==> src/hw/rtl/cet_pkg.sv <==
// cet_pkg: shared constants, codes and the controller-to-datapath command type
// for the coulombic-efficiency trim block; no dependencies
`timescale 1ns / 1ps

package cet_pkg;

   // fixed point and default sizing
   localparam int     FRAC_BITS        = 16;
   localparam int     ACC_WIDTH_DEF    = 48;
   localparam longint RATED_CHARGE_DEF = 64'sd92160000000;

   // request opcodes
   localparam logic [1:0] OP_SAMPLE = 2'd0;
   localparam logic [1:0] OP_ADJUST = 2'd1;
   localparam logic [1:0] OP_RESET  = 2'd2;

   // csr register indexes
   localparam int         CSR_IDX_W      = 3;
   localparam int         CSR_DATA_W     = 32;
   localparam logic [2:0] CSR_EFFICIENCY = 3'd0;
   localparam logic [2:0] CSR_LOOP_GAIN  = 3'd1;
   localparam logic [2:0] CSR_STEP_LIMIT = 3'd2;
   localparam logic [2:0] CSR_BOUND_SPAN = 3'd3;
   localparam logic [2:0] CSR_HOLD_TIME  = 3'd4;

   // csr reset values
   localparam logic [16:0] EFFICIENCY_RST = 17'd65438;
   localparam logic [16:0] LOOP_GAIN_RST  = 17'd32768;
   localparam logic [15:0] STEP_LIMIT_RST = 16'd1311;
   localparam logic [15:0] BOUND_SPAN_RST = 16'd3277;
   localparam logic [31:0] HOLD_TIME_RST  = 32'd0;

   // commands from the controller to the datapath
   typedef struct packed {
      logic load;      // capture request, set up divider
      logic mul;       // current*interval and efficiency*scalar
      logic prod;      // weighted charge product
      logic div_step;  // one restoring divide step
      logic gain;      // gain times (ratio - one)
      logic sadd;      // soft-landed ratio
      logic scale;     // scalar times soft ratio
      logic step;      // per-adjust step clamp
      logic commit;    // update state and load result
   } cmd_type;

endpackage

==> src/hw/rtl/cet_ctrl.sv <==
// cet_ctrl: sequencing state machine and result valid for the trim block
// depends on cet_pkg
`timescale 1ns / 1ps

module cet_ctrl #(
   parameter int ITER = cet_pkg::ACC_WIDTH_DEF + cet_pkg::FRAC_BITS
) (
   input  logic             clock,
   input  logic             reset,
   input  logic             req_valid,
   input  logic [1:0]       req_opcode,
   output logic             req_stall,
   input  logic             rsp_stall,
   output logic             rsp_valid,
   output cet_pkg::cmd_type cmd
);

   localparam int CW = $clog2(ITER);

   typedef enum logic [8:0] {
      S_IDLE  = 9'b000000001,
      S_MUL   = 9'b000000010,
      S_PROD  = 9'b000000100,
      S_DIV   = 9'b000001000,
      S_GAIN  = 9'b000010000,
      S_SADD  = 9'b000100000,
      S_SCALE = 9'b001000000,
      S_STEP  = 9'b010000000,
      S_FIN   = 9'b100000000
   } state_type;

   state_type       state_ff, state_in;
   logic [CW-1:0]   cnt_ff, cnt_in;
   logic            rsp_valid_ff, rsp_valid_in;
   logic            out_free;

   assign req_stall = (state_ff != S_IDLE);
   assign rsp_valid = rsp_valid_ff;
   assign out_free  = !rsp_valid_ff || !rsp_stall;

   always_comb begin
      state_in = state_ff;
      cnt_in   = cnt_ff;
      cmd      = '0;
      unique case (state_ff)
         S_IDLE: begin
            if (req_valid) begin
               cmd.load = 1'b1;
               cnt_in   = CW'(ITER - 1);
               if (req_opcode == cet_pkg::OP_SAMPLE) begin
                  state_in = S_MUL;
               end else if (req_opcode == cet_pkg::OP_ADJUST) begin
                  state_in = S_DIV;
               end else begin
                  state_in = S_FIN;
               end
            end
         end
         S_MUL: begin
            cmd.mul  = 1'b1;
            state_in = S_PROD;
         end
         S_PROD: begin
            cmd.prod = 1'b1;
            state_in = S_FIN;
         end
         S_DIV: begin
            cmd.div_step = 1'b1;
            cnt_in       = cnt_ff - CW'(1);
            if (cnt_ff == '0) begin
               state_in = S_GAIN;
            end
         end
         S_GAIN: begin
            cmd.gain = 1'b1;
            state_in = S_SADD;
         end
         S_SADD: begin
            cmd.sadd = 1'b1;
            state_in = S_SCALE;
         end
         S_SCALE: begin
            cmd.scale = 1'b1;
            state_in  = S_STEP;
         end
         S_STEP: begin
            cmd.step = 1'b1;
            state_in = S_FIN;
         end
         S_FIN: begin
            if (out_free) begin
               cmd.commit = 1'b1;
               state_in   = S_IDLE;
            end
         end
         default: begin
            state_in = S_IDLE;
         end
      endcase
   end

   always_comb begin
      rsp_valid_in = rsp_valid_ff;
      if (cmd.commit) begin
         rsp_valid_in = 1'b1;
      end else if (!rsp_stall) begin
         rsp_valid_in = 1'b0;
      end
   end

   always_ff @(posedge clock) begin
      if (reset) begin
         state_ff     <= S_IDLE;
         cnt_ff       <= '0;
         rsp_valid_ff <= 1'b0;
      end else begin
         state_ff     <= state_in;
         cnt_ff       <= cnt_in;
         rsp_valid_ff <= rsp_valid_in;
      end
   end

   a_accept_busy: assert property (@(posedge clock) disable iff (reset)
      (req_valid && !req_stall) |=> (state_ff != S_IDLE))
      else $error("accepted request did not start work");

   a_div_exit: assert property (@(posedge clock) disable iff (reset)
      (state_ff == S_DIV && cnt_ff == '0) |=> (state_ff == S_GAIN))
      else $error("divider did not hand over after last step");

   a_commit_free: assert property (@(posedge clock) disable iff (reset)
      cmd.commit |-> (!rsp_valid_ff || !rsp_stall))
      else $error("result overwritten while stalled");

endmodule

==> config.mk <==
export PLATFORM = sky130hd
export DESIGN_NAME = cet_ctrl
export DESIGN_NICKNAME = d
export VERILOG_FILES = /design/src/hw/rtl/cet_pkg.sv /design/src/hw/rtl/cet_ctrl.sv
export SDC_FILE = /design/constraint.sdc
export NUM_CORES = 1
export LEC_CHECK = 0
export ABC_CLOCK_PERIOD_IN_PS = 1700
export BUFFER_PORTS_ARGS = -buffer_cell sky130_fd_sc_hd__clkbuf_2
export CAP_MARGIN = 20
export CORE_MARGIN = 2
export CORE_UTILIZATION = 40
export CTS_CLUSTER_SIZE = 30
export DETAILED_ROUTE_END_ITERATION = 10
export PLACE_DENSITY = 0.62
export SYNTH_ARGS = -nofsm -noshare
export SYNTH_HDL_FRONTEND = slang
export SYNTH_SLANG_ARGS = --single-unit
==> constraint.sdc <==
create_clock -name clock -period 1.7 [get_ports clock]
set_input_delay 0.085 -clock clock [delete_from_list [all_inputs] [get_ports clock]]
set_output_delay 0.085 -clock clock [all_outputs]
set_load 0.02 [all_outputs]
==> impl_metrics.csv, run 1 <==
group,metric,value,unit
synth,synth_compound_area_share,18.0,%
synth,synth_top_flop_cell,"dfxtp_1",
worst_setup_path,crit_fanout,3,
worst_setup_path,cp_top_family,"simple AND/OR/NAND/NOR gates",
worst_setup_path,rrSetupSlack,-0.03,ns
cells_and_area,n_antenna_cell,0,
worst_setup_path,crit_slowest_cell,"or4_4",
worst_setup_path,arrival,1.74,ns
run_status,violations,"negative setup slack",
sta,post-route-min-period,1.82,ns
cells_and_area,drive_above_1_share,56.8,%
synth,synth.cell_area,0.00100,mm²
floorplan,dieArea,0.00292,mm²
worst_setup_path,worst_setup_path_end_kind,"primary output",
synth,synth_edf_count,0,
synth,synthSimpleGateAreaFrac,39.3,%
clock_network,cts.clk_slew.worst_paths,0.10,ns
worst_setup_path,cpPeakStageDelay,0.57,ns
cells_and_area,utilization,64.9,%
routing,drc,0,
worst_setup_path,path_cells,"or4_4, nor3_4, buf_6, inv_2, buf_6",
clock_network,htreeDepth,1,
synth,synth_cell_types,52,
pwr,swShare,32.5,%
sta,worstMarginPinSlew,0.404,ns
synth,synth_warnings,0,
worst_setup_path,critPathBufInv,3,
floorplan,start_util,41.2,%
pwr,combPwrFrac,37.0,%
sta,rsz0062_at_grt,"yes",
floorplan,die_x,54.1,µm
worst_setup_path,cp_common_cell,"buf_6",
pwr,p_per_area,691,mW/mm²
routing,first_pass_iters,4,
global_route,grt_start_max_net_pins,11,
sta,slew_headroom,72.8,%
worst_setup_path,crit_type,"reg -> out",
global_route,grt_util_all_layers,21.7,%
pwr,pwr-share-seq,40.0,%
routing,routed_wl,3.00,mm
pwr,clkPwrFrac,23.0,%
clock_network,cts_buffer_depth,2,
clock_network,cts_tree,"yes",
synth,synth_top_area_share,32.0,%
synth,synthTopCellsByArea,"dfxtp_1, nor4_4, nor3b_1, inv_1, nor2_1",
placement,placed_area,0.00116,mm²
worst_setup_path,cp.depth,5,
global_route,grt_pass1_wl,4.46,mm
clock_network,ctsRootBufferMaster,"clkbuf_4",
floorplan,rows,18,
routing,num_vias,1049,
hold_path,worstHoldPathType,"in -> reg",
synth,synth-adder-area-share,2.50,%
placement,dp_cells,157,
synth,muxShareOfSynthArea,1.12,%
synth,yosysSeqAreaShare,32.0,%
worst_setup_path,critPathLaunchType,"flip-flop",
synth,synthArstFlopShare,0,%
sta,fin_skew,0.00325,ns
placement,dp_hpwl,1.89,mm
sta,hold_viol,0,
global_route,grt_pass1_vias,963,
worst_setup_path,cp.required,1.62,ns
synth,synth-xor-area-share,1.75,%
clock_network,clock_sinks,16,
sta,finalMaxSlewViolations,0,
flow_run,cap_violations,0,
sta,fin_setup_tns,-0.576,ns
placement,gp_congestion,0.828,
routing,drtIter0Drc,17,
floorplan,die_h,54.1,µm
synth,postSynthNetCount,115,
hold_path,worstHoldPathCells,2,
clock_network,clk_latency,0.28,ns
clock_network,cts-buffers-inserted,3,
global_route,overflow,0,
placement,io_buffers,16,
sta,timing.final.crit_share,107,%
run_status,outcome,"finished with violations",
pwr,total_power,1090,µW
pwr,ir_drop,0.000511,V
pwr,p_leak,0.000686,µW
cells_and_area,areaGrowthSynthToFinish,57.6,%
synth,synth_top_family_by_area,"simple AND/OR/NAND/NOR gates",
routing,ant_nets,0,
cells_and_area,finalNetCount,164,
floorplan,core,0.00243,mm²
synth,yosys.area.top_type,"dfxtp_1",
sta,max_freq,0.549,GHz
cells_and_area,final_area,0.00158,mm²
synth,ys_ff_latch,16,
cells_and_area,fin_cells,185,
sta,finalSetupViolCount,14,
floorplan,ios,17,
pwr,cell_internal_pwr,736,µW
global_route,grt_antenna_before_repair,0,
routing,routedWlPerCell,16.2,µm
synth,synth_area_per_cell,9.37,µm²
pwr,p_sw,355,µW
sta,setup_slack,-0.123,ns
synth,syn-instance-count,107,
worst_setup_path,worst_r2r_path_depth,5,
routing,viasPerCell,5.67,
-- what timing repair did --
action	in CTS	in global routing
hold buffers	2	0
resized for setup	37	28
endpoints found under the hold margin	1	0
setup endpoints to repair	12	20
setup buffers	15	8
pin swaps	13	11
-- flip-flops by register name (all words and copies together) (netlist names) --
register,cells
cnt_ff,6
rsp_valid,1
state_ff,9
-- cells by family (layout without fill, tap and decap cells) --
logic type,after synthesis,in the layout
multiplexers,1,1
AND/OR/NAND/NOR,53,53
buffers and inverters,11,59
AO/OA/AOI/OAI,22,22
adder cells (fa/ha/maj),2,2
XOR/XNOR,2,2
flip-flops,16,16
-- cell type report --
cell class / count / area [µm²]
sequential: 16 / 348
inverter: 7 / 26.3
multi-input combinational: 80 / 739
fill: 193 / 853
timing repair buffer: 48 / 392
tap: 30 / 37.5
clock buffer: 4 / 36.3
-- placed cells by master (no fill, tap or decap), types with 3 or more instances in the layout --
cell type   n
a21oi_1     4
dfxtp_1     8
nand2_1     3
buf_6       8
clkbuf_2    7
inv_1       5
nor4_4      3
dfxtp_4     7
a31oi_1     3
nor3_1      3
buf_4      29
clkbuf_4    3
nor2_1      6
nor3_4      3
-- metrics by stage --
step	hold WS [ns]	setup WS, ns
after floorplan	0.156	0.00146
after CTS	0.105	-0.121
after global placement	0.290	0.0530
after global routing	0.115	-0.195
after detailed placement	0.292	-0.000555
final	0.115	-0.123
-- path summary, 6_finish.rpt --
| path | end | startpoint |
|---|---|---|
| hold / removal | state_ff[1]$_SDFFE_PP0P_ | reset |
| setup reg to reg | state_ff[4]$_SDFFE_PP0P_ | state_ff[4]$_SDFFE_PP0P_ |
| setup / recovery | req_stall | state_ff[1]$_SDFFE_PP0P_ |
| hold reg to reg | cnt_ff[5]$_SDFFE_PP0P_ | cnt_ff[5]$_SDFFE_PP0P_ |
-- power by group through the flow --
stage | Clock [µW] | Sequential, µW | Combinational [µW]
finish | 252 | 436 | 404
CTS | 255 | 438 | 342
detailed placement | 0 | 446 | 278
global placement | 0 | 446 | 269
global route | 278 | 441 | 433
floorplan | 0 | 439 | 200
-- cell usage after synthesis (3+ instances only) --
cell type and n:
a31oi_1 3, or3_1 3, nor3_1 5, dfxtp_1 16, nand2_1 5, inv_1 7
nor2_1 7, a21oi_1 5, nor3b_1 4
-- routing by layer --
| metal | vias up | wire, µm | GRT usage, % |
|---|---|---|---|
| met1 | 515 | 1260 | 23.9 |
| met4 | 0 | 81 | 12.1 |
| li1 | 505 | - | - |
| met2 | 19 | 1590 | 39.2 |
| met3 | 10 | 68 | 3.61 |
| met5 | - | 0 | 0 |
No activity file was read; power rests on OpenSTA's default activity.
==> run 2, diff against run 1 <==
- CORE_ASPECT_RATIO: unset -> 1.4
- SKIP_LAST_GASP: unset -> 1
==> impl_metrics.csv, run 2 (synthesized netlist as in run 1, its figures left out) <==
group,metric,value,unit
worst_setup_path,cp_common_cell,"buf_6",
routing,routed_wl,2.73,mm
cells_and_area,final_area,0.00150,mm²
sta,worstMarginPinSlew,0.339,ns
cells_and_area,largest_register_ffs,9,
sta,fin_skew,0.00544,ns
global_route,grt_util_all_layers,21.2,%
floorplan,start_util,41.9,%
sta,rsz0062_at_grt,"yes",
clock_network,cts.clk_slew.worst_paths,0.10,ns
global_route,grt_pass1_vias,1008,
cells_and_area,final_common_cell,"buf_4",
run_status,violations,"negative setup slack",
floorplan,rows,21,
floorplan,core,0.00239,mm²
clock_network,cts_tree,"yes",
worst_setup_path,worst_setup_path_end_kind,"primary output",
cells_and_area,multi_input_area,723,µm²
global_route,grt_start_max_net_pins,11,
sta,finalMaxSlewViolations,0,
pwr,total_power,1080,µW
run_status,outcome,"finished with violations",
sta,fin_hold_ws,0.108,ns
clock_network,clk_latency,0.29,ns
pwr,p_leak,0.000640,µW
clock_network,cts-buffers-inserted,3,
worst_setup_path,crit_type,"reg -> out",
sta,timing.final.crit_share,106,%
clock_network,cts_buffer_depth,2,
flow_run,cap_violations,0,
floorplan,dieArea,0.00293,mm²
placement,gp_congestion,0.766,
cells_and_area,drive_above_1_share,56.1,%
routing,num_vias,1007,
placement,io_buffers,16,
routing,viasPerCell,5.53,
worst_setup_path,cpPeakStageDelay,0.56,ns
global_route,grt_antenna_before_repair,0,
worst_setup_path,crit_slowest_cell,"or4_4",
hold_path,worstHoldPathType,"in -> reg",
floorplan,die_x,46.3,µm
clock_network,htreeDepth,1,
worst_setup_path,arrival,1.71,ns
sta,finalSetupViolCount,13,
floorplan,die_h,63.2,µm
sta,fin_setup_tns,-0.632,ns
placement,dp_hpwl,1.88,mm
worst_setup_path,crit_fanout,4,
pwr,p_per_area,718,mW/mm²
global_route,grt_pass1_wl,4.58,mm
sta,slew_headroom,77.1,%
cells_and_area,n_antenna_cell,0,
cells_and_area,regMostFlops,"state_ff",
routing,ant_nets,0,
clock_network,ctsRootBufferMaster,"clkbuf_4",
sta,setup_slack,-0.0970,ns
placement,placed_area,0.00117,mm²
cells_and_area,finalNetCount,157,
cells_and_area,areaGrowthSynthToFinish,49.3,%
clock_network,clock_sinks,16,
pwr,ir_drop,0.000561,V
worst_setup_path,path_cells,"or4_4, nor3_4, buf_6, inv_4, buf_6",
cells_and_area,layout_common_cells,"buf_4, clkbuf_2, buf_6",
floorplan,ios,17,
routing,first_pass_iters,4,
routing,drc,0,
sta,max_freq,0.556,GHz
global_route,overflow,0,
worst_setup_path,critPathLaunchType,"flip-flop",
cells_and_area,register_area,342,µm²
sta,hold_viol,0,
worst_setup_path,cp.required,1.62,ns
routing,drtIter0Drc,21,
cells_and_area,nFillCells,207,
routing,routedWlPerCell,15.0,µm
sta,post-route-min-period,1.80,ns
run 2: cell count changes in the layout (fill, tap and decap cells not counted), moves of 2 or more:
| cell | before | now |
|---|---|---|
| dfxtp_4 | 7 | 4 |
| buf_2 | 0 | 2 |
| buf_4 | 29 | 19 |
| dfxtp_2 | 1 | 5 |
| nor3b_2 | 2 | 0 |
| nor3b_1 | 2 | 4 |
run 2: per-stage QoR:
stage,util (%),setup WS (ns),std cells
6_report,62.6,-0.0970,182
5_1_grt,62.6,-0.178,182
4_1_cts,55.8,-0.113,174
3_5_place_dp,48.8,0.000428,161
3_3_place_gp,48.8,0.0240,161
2_1_floorplan,-,0.00146,107
run 2: final timing paths:
path | from | to | slack (ns) | cells past startpoint
setup / recovery | state_ff[7]$_SDFFE_PP0P_ | req_stall | -0.1 | 5
hold / removal | reset | state_ff[3]$_SDFFE_PP0P_ | 0.11 | 2
setup reg to reg | state_ff[7]$_SDFFE_PP0P_ | state_ff[4]$_SDFFE_PP0P_ | -0.06 | 5
hold reg to reg | cnt_ff[5]$_SDFFE_PP0P_ | cnt_ff[5]$_SDFFE_PP0P_ | 0.54 | 2
run 2: repair_timing:
action                     4_1_cts  5_1_grt
setup buffers                    7        9
hold endpoints to repair         1        0
resized for setup               22       33
setup endpoints to repair       10       20
gates cloned                     0        0
hold buffers                     2        0
pin swaps                        9       17
run 2: area by class of cell:
cell class | count | share of cell area [%]
multi-input combinational | 80 | 48.3
sequential | 16 | 22.8
timing repair buffer | 41 | 21.7
tap | 34 | 2.84
clock buffer | 4 | 2.42
inverter | 7 | 1.92
run 2: per-layer routing:
metal | GRT usage [%] | share of wire [%] | vias to the layer above
li1 | - | - | 490
met1 | 22.9 | 37 | 493
met2 | 37.7 | 57 | 18
met3 | 2.29 | 2.5 | 6
met4 | 11.1 | 3.3 | 0
met5 | 0 | 0 | -
run 2: report_power, final:
part	internal, µW	switching (µW)
clock network	130	124
logic	191	191
registers	401	37.8
total	722	353
run 2: worst max-delay path: cells and delay by family, from the launching register on:
family,cells,cell delay [ns]
and+or+nand+nor,2,0.78
DFF,1,0.37
buffers and inverters,3,0.27
==> run 3, diff against run 2 <==
- ABC_CLOCK_PERIOD_IN_PS: 1700 -> 2100
- PLACE_DENSITY: 0.62 -> 0.6
- SETUP_SLACK_MARGIN: unset -> 0.15
- clock period: 1.7 -> 2.1 ns (I/O delays scaled with it)
==> impl_metrics.csv, run 3 (synthesized netlist as in run 1, its figures left out) <==
group,metric,value,unit
sta,timing.final.crit_share,89.8,%
floorplan,rows,21,
floorplan,die_h,63.2,µm
sta,fin_hold_ws,0.115,ns
hold_path,worstHoldPathType,"in -> reg",
sta,max_freq,0.530,GHz
global_route,overflow,0,
floorplan,dieArea,0.00293,mm²
worst_setup_path,critPathLaunchType,"flip-flop",
cells_and_area,largest_register_ffs,9,
worst_setup_path,cpPeakStageDelay,0.59,ns
sta,finalMaxSlewViolations,0,
sta,post-route-min-period,1.89,ns
routing,num_vias,913,
pwr,p_per_area,638,mW/mm²
cells_and_area,drive_above_1_share,37.8,%
clock_network,cts_buffer_depth,2,
clock_network,clock_sinks,16,
sta,hold_viol,0,
pwr,ir_drop,0.000382,V
global_route,grt_antenna_before_repair,0,
sta,finalSetupViolCount,0,
cells_and_area,layout_common_cells,"clkbuf_2, dfxtp_1, buf_4",
cells_and_area,n_antenna_cell,0,
worst_setup_path,critPathBufInv,2,
global_route,grt_pass1_vias,912,
cells_and_area,utilization,53.0,%
sta,slew_headroom,73.6,%
worst_setup_path,path_cells,"or4_4, nor3_4, nand2_2, inv_1, clkbuf_2",
cells_and_area,fin_cells,169,
worst_setup_path,cp_top_family,"simple AND/OR/NAND/NOR gates",
sta,fin_skew,0.0126,ns
global_route,grt_util_all_layers,18.4,%
clock_network,htreeDepth,1,
placement,gp_congestion,0.762,
worst_setup_path,crit_fanout,6,
cells_and_area,final_area,0.00127,mm²
floorplan,die_x,46.3,µm
floorplan,start_util,41.9,%
sta,fin_setup_tns,0,ns
cells_and_area,finalNetCount,144,
global_route,grt_pass1_wl,3.98,mm
placement,io_buffers,16,
run_status,outcome,"finished clean",
clock_network,ctsRootBufferMaster,"clkbuf_4",
clock_network,cts_tree,"yes",
sta,rsz0062_at_grt,"yes",
clock_network,clk_latency,0.29,ns
routing,routed_wl,2.40,mm
worst_setup_path,crit_type,"reg -> out",
routing,ant_nets,0,
global_route,grt_start_max_net_pins,11,
clock_network,cts-buffers-inserted,3,
cells_and_area,regMostFlops,"state_ff",
worst_setup_path,worst_setup_path_end_kind,"primary output",
clock_network,cts.clk_slew.worst_paths,0.10,ns
flow_run,cap_violations,0,
worst_setup_path,crit_slowest_cell,"or4_4",
worst_setup_path,cp.required,2.00,ns
cells_and_area,final_common_cell,"clkbuf_2",
placement,dp_hpwl,1.83,mm
routing,drc,0,
routing,viasPerCell,5.40,
routing,drtIter0Drc,12,
worst_setup_path,arrival,1.78,ns
routing,routedWlPerCell,14.2,µm
floorplan,ios,17,
pwr,p_leak,0.000533,µW
cells_and_area,areaGrowthSynthToFinish,26.5,%
routing,first_pass_iters,4,
floorplan,core,0.00239,mm²
sta,worstMarginPinSlew,0.391,ns
placement,dp_cells,154,
placement,placed_area,0.00110,mm²
-- run 3: changes by cell type in the layout (fill, tap and decap cells not counted), sizes merged --
cell and change:
buf -18, clkbuf +5
-- run 3: layout make-up --
class	count	area [µm²]
inverter	7	26.3
tap	34	42.5
clock buffer	4	36.3
fill	233	1120
timing repair buffer	28	178
multi-input combinational	80	653
sequential	16	332
-- run 3: final timing paths --
path,from,cells past startpoint,endpoint,slack (ns)
min reg2reg,cnt_ff[5]$_SDFFE_PP0P_,2,cnt_ff[5]$_SDFFE_PP0P_,0.54
max reg2reg,state_ff[7]$_SDFFE_PP0P_,5,cnt_ff[3]$_SDFFE_PP0P_,0.34
max,state_ff[6]$_SDFFE_PP0P_,5,cmd[8],0.21
min,reset,2,state_ff[1]$_SDFFE_PP0P_,0.12
-- run 3: report_power, final --
part           internal (µW)  leakage (µW)  switching [µW]
Combinational            117      0.000378             133
Clock                    106     0.0000210             101
Sequential               326      0.000134            26.5
Total                    548      0.000533             260
-- run 3: worst reg2reg max path, stage by stage (launching register included) --
cell	delay [ns]
dfxtp_4	0.37
buf_4	0.14
nor4_4	0.33
o211ai_4	0.17
or4_1	0.50
a31oi_1	0.18
-- run 3: through the flow --
step	total power, µW	setup WS [ns]
3_3_place_gp	571	0.326
4_1_cts	793	0.151
2_1_floorplan	515	0.268
3_5_place_dp	574	0.327
5_1_grt	859	0.118
6_report	809	0.215
-- run 3: per-layer routing --
metal / global-route usage (%) / vias to the layer above / wire length (µm)
met2: 33.0 / 14 / 1330
li1: - / 463 / -
met3: 1.72 / 4 / 41
met1: 20.3 / 432 / 981
met4: 8.57 / 0 / 42
met5: 0 / - / 0
-- run 3: repair_timing --
action / in CTS / in global routing
hold buffers: 1 / 1
endpoints found under the hold margin: 1 / 1
gates cloned: 0 / 0
pin swaps: 3 / 3
setup buffers: 4 / 5
gates resized for setup: 11 / 3
setup endpoints to repair: 2 / 5
